[src/sv/pcc_pkg.sv]
`default_nettype none

package pcc_pkg;

  localparam int COORD_WIDTH = 16;
  localparam int FIELD_WIDTH = 16;
  localparam int EXT_WIDTH   = 32;

  localparam logic [1:0] SEEN_FIRST  = 2'd0;
  localparam logic [1:0] SEEN_SECOND = 2'd1;
  localparam logic [1:0] SEEN_THIRD  = 2'd2;
  localparam logic [1:0] SEEN_MORE   = 2'd3;

  typedef struct packed {
    logic signed [FIELD_WIDTH-1:0] x_coord;
    logic signed [FIELD_WIDTH-1:0] y_coord;
    logic                          last_point;
  } vertex_t;

  typedef struct packed {
    logic convex;
    logic too_few;
  } result_t;

  typedef struct packed {
    logic [1:0] idx;
    logic       last;
  } tag_t;

endpackage

`default_nettype wire

[src/sv/pcc_cross.sv]
`default_nettype none

module pcc_cross #(
  parameter int DW = pcc_pkg::COORD_WIDTH + 1
) (
  input  wire logic                 clk,
  input  wire logic                 en,
  input  wire logic signed [DW-1:0] d1x,
  input  wire logic signed [DW-1:0] d1y,
  input  wire logic signed [DW-1:0] d2x,
  input  wire logic signed [DW-1:0] d2y,
  output logic                      neg
);

  logic signed [2*DW-1:0] p_a;
  logic signed [2*DW-1:0] p_b;
  logic signed [2*DW:0]   z;

  always_ff @(posedge clk) begin
    if (en) begin
      p_a <= d1x * d2y;
      p_b <= d1y * d2x;
    end
  end

  assign z   = (2*DW+1)'(p_a) - (2*DW+1)'(p_b);
  assign neg = z[2*DW];

endmodule

`default_nettype wire

[config.mk]
export PLATFORM = sky130hd
export DESIGN_NAME = pcc_cross
export DESIGN_NICKNAME = d
export VERILOG_FILES = /design/src/sv/pcc_pkg.sv /design/src/sv/pcc_cross.sv
export SDC_FILE = /design/constraint.sdc
export NUM_CORES = 2
export LEC_CHECK = 0
export ABC_AREA = 0
export BUFFER_PORTS_ARGS = -buffer_cell sky130_fd_sc_hd__buf_2
export CORE_MARGIN = 10
export CORE_UTILIZATION = 60
export DETAILED_ROUTE_END_ITERATION = 12
export GPL_ROUTABILITY_DRIVEN = 0
export PLACE_DENSITY_LB_ADDON = 0.3
export SLEW_MARGIN = 20
export SYNTH_ARGS = -nofsm -noshare
export SYNTH_HDL_FRONTEND = slang
export SYNTH_SLANG_ARGS = --single-unit
[constraint.sdc]
create_clock -name clk -period 7.4 [get_ports clk]
set_clock_uncertainty 0.2 [all_clocks]
set_input_delay 0 -clock clk [delete_from_list [all_inputs] [get_ports clk]]
set_output_delay 0 -clock clk [all_outputs]
set_load 0.01 [all_outputs]
After elaboration in Yosys (flattened, before gate mapping)

Index checks and enable logic that the tools add are counted.

Register bits: 68
Bits of input ports: 70
Output and inout bits: 1
Word-level logic and storage cells: 5

$add $sub $neg: 1
$mul: 2

Operators with widths:

| kind           | number |
|---|---|
| $mul 17x17->34 | 2 |
| $sub 34x34->35 | 1 |

Longest topological paths before layout

Depth in word-level cells: 1
Mapped depth: 24
Gate-level depth less buffers: 22

Worst setup path after synthesis

No wires, ideal clock.

Path type: in2reg
Start: input port d2x[8]
End: register p_b[31], data pin
Library setup time: 261 ps
Arrival time: 5402 ps
Data required time: 6939 ps
Slack: 1537 ps
Cell stages on the path: 21
Buffers on the path: 2
Cell sequence: clkbuf_1 -> clkbuf_1 -> nand2_1 -> fa_1 -> inv_1 -> fa_1 -> fa_1 -> fa_1 -> fa_1 -> inv_1 -> fa_1 -> inv_1 -> ha_1 -> a21oi_1 -> nand2_1 -> a2111o_1 -> nand2_2 -> a2bb2oi_2 -> a21oi_1 -> a211o_1 -> o311a_1

Cells in the longest elaborated chain, start to end: 1

RTL lines:

| what                 | line            | source |
|---|---|---|
| start, declared      | pcc_cross.sv:10 | `input wire logic signed [DW-1:0] d2x,` |
| $mul 17x17->34       | pcc_cross.sv:22 | `p_b <= d1y * d2x;` |
| end signal, assigned | pcc_cross.sv:22 |  |
| end, declared        | pcc_cross.sv:16 | `logic signed [2*DW-1:0] p_b;` |

No other way between the ends.
A chain may end at the register's enable or synchronous reset.

Worst setup path after layout

Start: input port d2y[2]
End: register p_a[33], data pin

Cells in the longest elaborated chain, start to end: 1

RTL lines:

| what                 | line            | source |
|---|---|---|
| start, declared      | pcc_cross.sv:11 | `input wire logic signed [DW-1:0] d2y,` |
| $mul 17x17->34       | pcc_cross.sv:21 | `p_a <= d1x * d2y;` |
| end signal, assigned | pcc_cross.sv:21 |  |
| end, declared        | pcc_cross.sv:15 | `logic signed [2*DW-1:0] p_a;` |

No other way between the ends.

==> out/results.md <==
| Result | Reported | Unit |
| --- | --- | --- |
| Critical path's slowest cell | fa_1 | - |
| CTS tree | yes | - |
| Maximum root-to-sink buffer count | 2 | - |
| Fin Setup TNS | 0 | ns |
| Met2 wire length | 28.0 | mm |
| Amount of wire on met3 after detailed routing | 2.41 | mm |
| WHS Path Cells | 2 | - |
| Clock sinks | 68 | - |
| Core footprint | 40700 | um^2 |
| DRC violation count after routing | 0 | - |
| Routed Wire Length | 50.7 | mm |
| Effective utilization at floorplan | 60.5 | % |
| Largest fanout on the critical path | 17 | - |
| Top area cells in the synthesized netlist | fa_1 48%, ha_1 10%, inv_1 9.8%, edfxtp_1 8.3%, and2_1 7.6% | - |
| Worst setup EP type | register | - |
| Clock Root Buffer | clkbuf_16 | - |
| Sequential-to-total area share from yosys stat | 8.28 | % |
| Syn Inst Count | 2561 | - |
| Total instance count after detailed placement | 3083 | - |
| Number of buffers inserted during clock tree synthesis | 9 | - |
| Post-layout net count | 3427 | - |
| Share of the cycle needed by the critical path after routing | 80.9 | % |
| Post-Syn Nets | 3426 | - |
| Max stage delay on crit path | 0.85 | ns |
| Total vias in the final route | 16964 | - |
| Maximum number of pins on one net before global-route repair | 69 | - |
| Count of standard-cell rows | 74 | - |
| Run status | finished clean | - |
| First-pass iteration count of the detailed router | 5 | - |
| Number of synthesis warnings | 0 | - |
| Detailed placer's ending HPWL | 42.6 | mm |
| CP arrival | 5.85 | ns |
| DIE AREA | 49600 | um^2 |
| Element type at the critical path start | input pin | - |
| Layout cell share with drive strength beyond 1 | 3.94 | % |
| Max Slew Vio Count | 0 | - |
| CTS hold repair buffers | 0 | - |
| Post-synth cell types | 67 | - |
| Final count of hold timing violations | 0 | - |
| Number of levels in the clock H-tree | 3 | - |
| Post-CTS clock slew at the launch and capture registers of the worst setup and hold paths | 0.06 | ns |
| Flops & latches, synth | 68 | - |
| Antenna violations before repair | 0 | - |
| Finish-stage setup viols | 0 | - |
| Leading register cell type out of synthesis | edfxtp_1 | - |
| Number of global-route vias before repair | 19435 | - |
| Wire length the detailed router placed on met1 | 18.9 | mm |
| Combined area of all synthesized cells | 24600 | um^2 |
| Share of synthesized flip-flops with an asynchronous set or reset | 0 | % |
| Hold Path Sink | p_b[0]$_DFFE_PP_ | - |
| Number of violations reported at the end of detailed-routing iteration 0 | 978 | - |
| Syn Area/Cell | 9.63 | um^2 |
| Kind of cell adding the most delay to the critical path | adder cells | - |
| Cell Count, Final, Fillers Out | 3098 | - |
| Cell Chain, Critical Path | buf_2 > nand2_1 > inv_1 > fa_1 > fa_1 > inv_1 > fa_1 > fa_1 > fa_1 > fa_1 > inv_1 > ha_1 > a21o_1 > a21oi_1 > nand3b_1 > o211ai_1 > o21ai_0 > a21oi_1 > xnor2_1 | - |
| Layout Area Growth over Synthesis | 4.03 | % |
| Timing-limited maximum frequency | 167 | MHz |
| Avg WL per Cell | 16.4 | um |
| Crit Path Category | in -> reg | - |
| Number of buffers added on ports | 70 | - |
| Highest routed metal layer | met4 | - |
| Number of top-level pins | 71 | - |
| CP Buf/Inv Count | 4 | - |
| Hold Crit Start | d2x[0] | - |
| Sum of overflow across all layers after global routing | 0 | - |
| Die W | 223 | um |
| Fraction of post-synthesis cell area in the top cell type by area | 48.1 | % |
| Setup repair after global routing missed its margin | false | - |
| Most frequent CP cell | fa_1 | - |
| Remaining antenna violation count after routing | 0 | - |
| Number of max-cap violations | 0 | - |
| Worst slew slack as a fraction of its limit | 42.3 | % |
| Fill cell instance count of the final layout | 3352 | - |
| Most area-hungry cell type in the Yosys netlist | fa_1 | - |
| Post-cts gate resize count | 0 | - |
| Count of flip-flops with a built-in enable after synthesis | 68 | - |
| Data required time at the worst endpoint | 7.27 | ns |
| Antenna Diode Count | 0 | - |
| GRT Resource Usage Total | 21.7 | % |
| Final min period | 5.98 | ns |
| Mean number of vias per cell | 5.48 | - |
| First-pass GRT wire length | 89.5 | mm |
| Transition time at the pin with the least slew margin | 0.866 | ns |
| Class of the tightest hold or removal check | in -> reg | - |
| Setup bufs post-CTS | 0 | - |
| Vert. Die Dim | 223 | um |
[Yosys cell counts, drive strengths merged (2+ instances only)]
| library cell | n |
|---|---|
| xnor2 | 58 |
| or3 | 3 |
| nor4 | 2 |
| a211oi | 8 |
| o21bai | 6 |
| ha | 203 |
| and2 | 298 |
| a221oi | 2 |
| fa | 592 |
| a211o | 2 |
| nand4 | 11 |
| a21boi | 2 |
| o31ai | 4 |
| nor3 | 10 |
| a2111oi | 3 |
| o2111ai | 3 |
| a21o | 30 |
| o311ai | 3 |
| o21ai | 32 |
| clkbuf | 79 |
| o21a | 4 |
| nand2 | 292 |
| a31oi | 5 |
| edfxtp | 68 |
| nand2b | 15 |
| a2111o | 3 |
| nor3b | 4 |
| a21oi | 53 |
| nand3 | 12 |
| and3 | 4 |
| xor2 | 10 |
| a41oi | 3 |
| o211ai | 9 |
| inv | 645 |
| buf | 2 |
| nor2 | 55 |
| nor2b | 8 |
[layout make-up]
type,count,area [um^2],share of cell area (%)
multi-input combinational,1767,19900,77.5
timing repair buffer,71,358,1.40
clock inverter,6,56.3,0.220
tap,532,666,2.60
sequential,68,2040,7.96
clock buffer,9,225,0.878
inverter,645,2420,9.44
[cells by family (layout without fill, tap and decap cells)]
logic type / after synthesis / count (layout) / share of synthesized area (%)
adders and majority gates: 795 / 795 / 58.4
buffers and inverters: 726 / 731 / 11.1
and+or+nand+nor: 721 / 721 / 14.7
AOI/OAI and AO/OA: 182 / 182 / 5.04
xor gates and xnor gates: 68 / 68 / 2.42
DFF: 68 / 68 / 8.28
muxes: 1 / 1 / 0.0457
[per-layer routing]
metal  global-route usage (%)  vias up
met1                     25.5     8817
met3                     2.60      104
li1                         -     7590
met4                     5.47        0
met2                     40.8      453
met5                        0        -
[cell usage in the layout, fill, tap and decap left out, drive strengths merged, types with 2 or more instances in the layout]
master   count
a2111o       3
a2111oi      3
a211o        2
a211oi       8
a21boi       2
a21o        30
a21oi       53
a221oi       2
a31oi        5
a41oi        3
and2       298
and3         4
buf         71
clkbuf       9
clkinv       4
edfxtp      68
fa         592
ha         203
inv        645
nand2      292
nand2b      15
nand3       12
nand4       11
nor2        55
nor2b        8
nor3        10
nor3b        4
nor4         2
o2111ai      3
o211ai       9
o21a         4
o21ai       32
o21bai       6
o311ai       3
o31ai        4
or3          3
xnor2       58
xor2        10
[state kept, by name, indices dropped and copies added, names as in the netlist]
register and count:
p_a 34, p_b 34
[stage by stage]
step / utilization, % / hold WS, ns / worst slack, ns / instance area (um^2)
after floorplan: - / -0.0875 / 1.54 / 24600
after global placement: 62.3 / 0.381 / 1.25 / 25400
after detailed placement: 62.3 / 0.382 / 1.13 / 25400
after CTS: 62.9 / 0.0351 / 1.44 / 25600
after global routing: 62.9 / 0.0536 / 1.10 / 25600
final: 62.9 / 0.0387 / 1.42 / 25600
[worst max path at each step]
stage | startpoint | to | cells after the start
finish | d2y[2] | p_a[33]$_DFFE_PP_ | 19
global route | d2y[2] | p_a[30]$_DFFE_PP_ | 18
CTS | d2y[2] | p_a[33]$_DFFE_PP_ | 19
detailed placement | d2x[2] | p_b[30]$_DFFE_PP_ | 17
global placement | d2y[8] | p_a[31]$_DFFE_PP_ | 22
floorplan | d2x[8] | p_b[31]$_DFFE_PP_ | 21
Power is left out: the tool's default activity adds up to more than one toggle a clock period on the data nets, which glitch-free logic cannot reach.
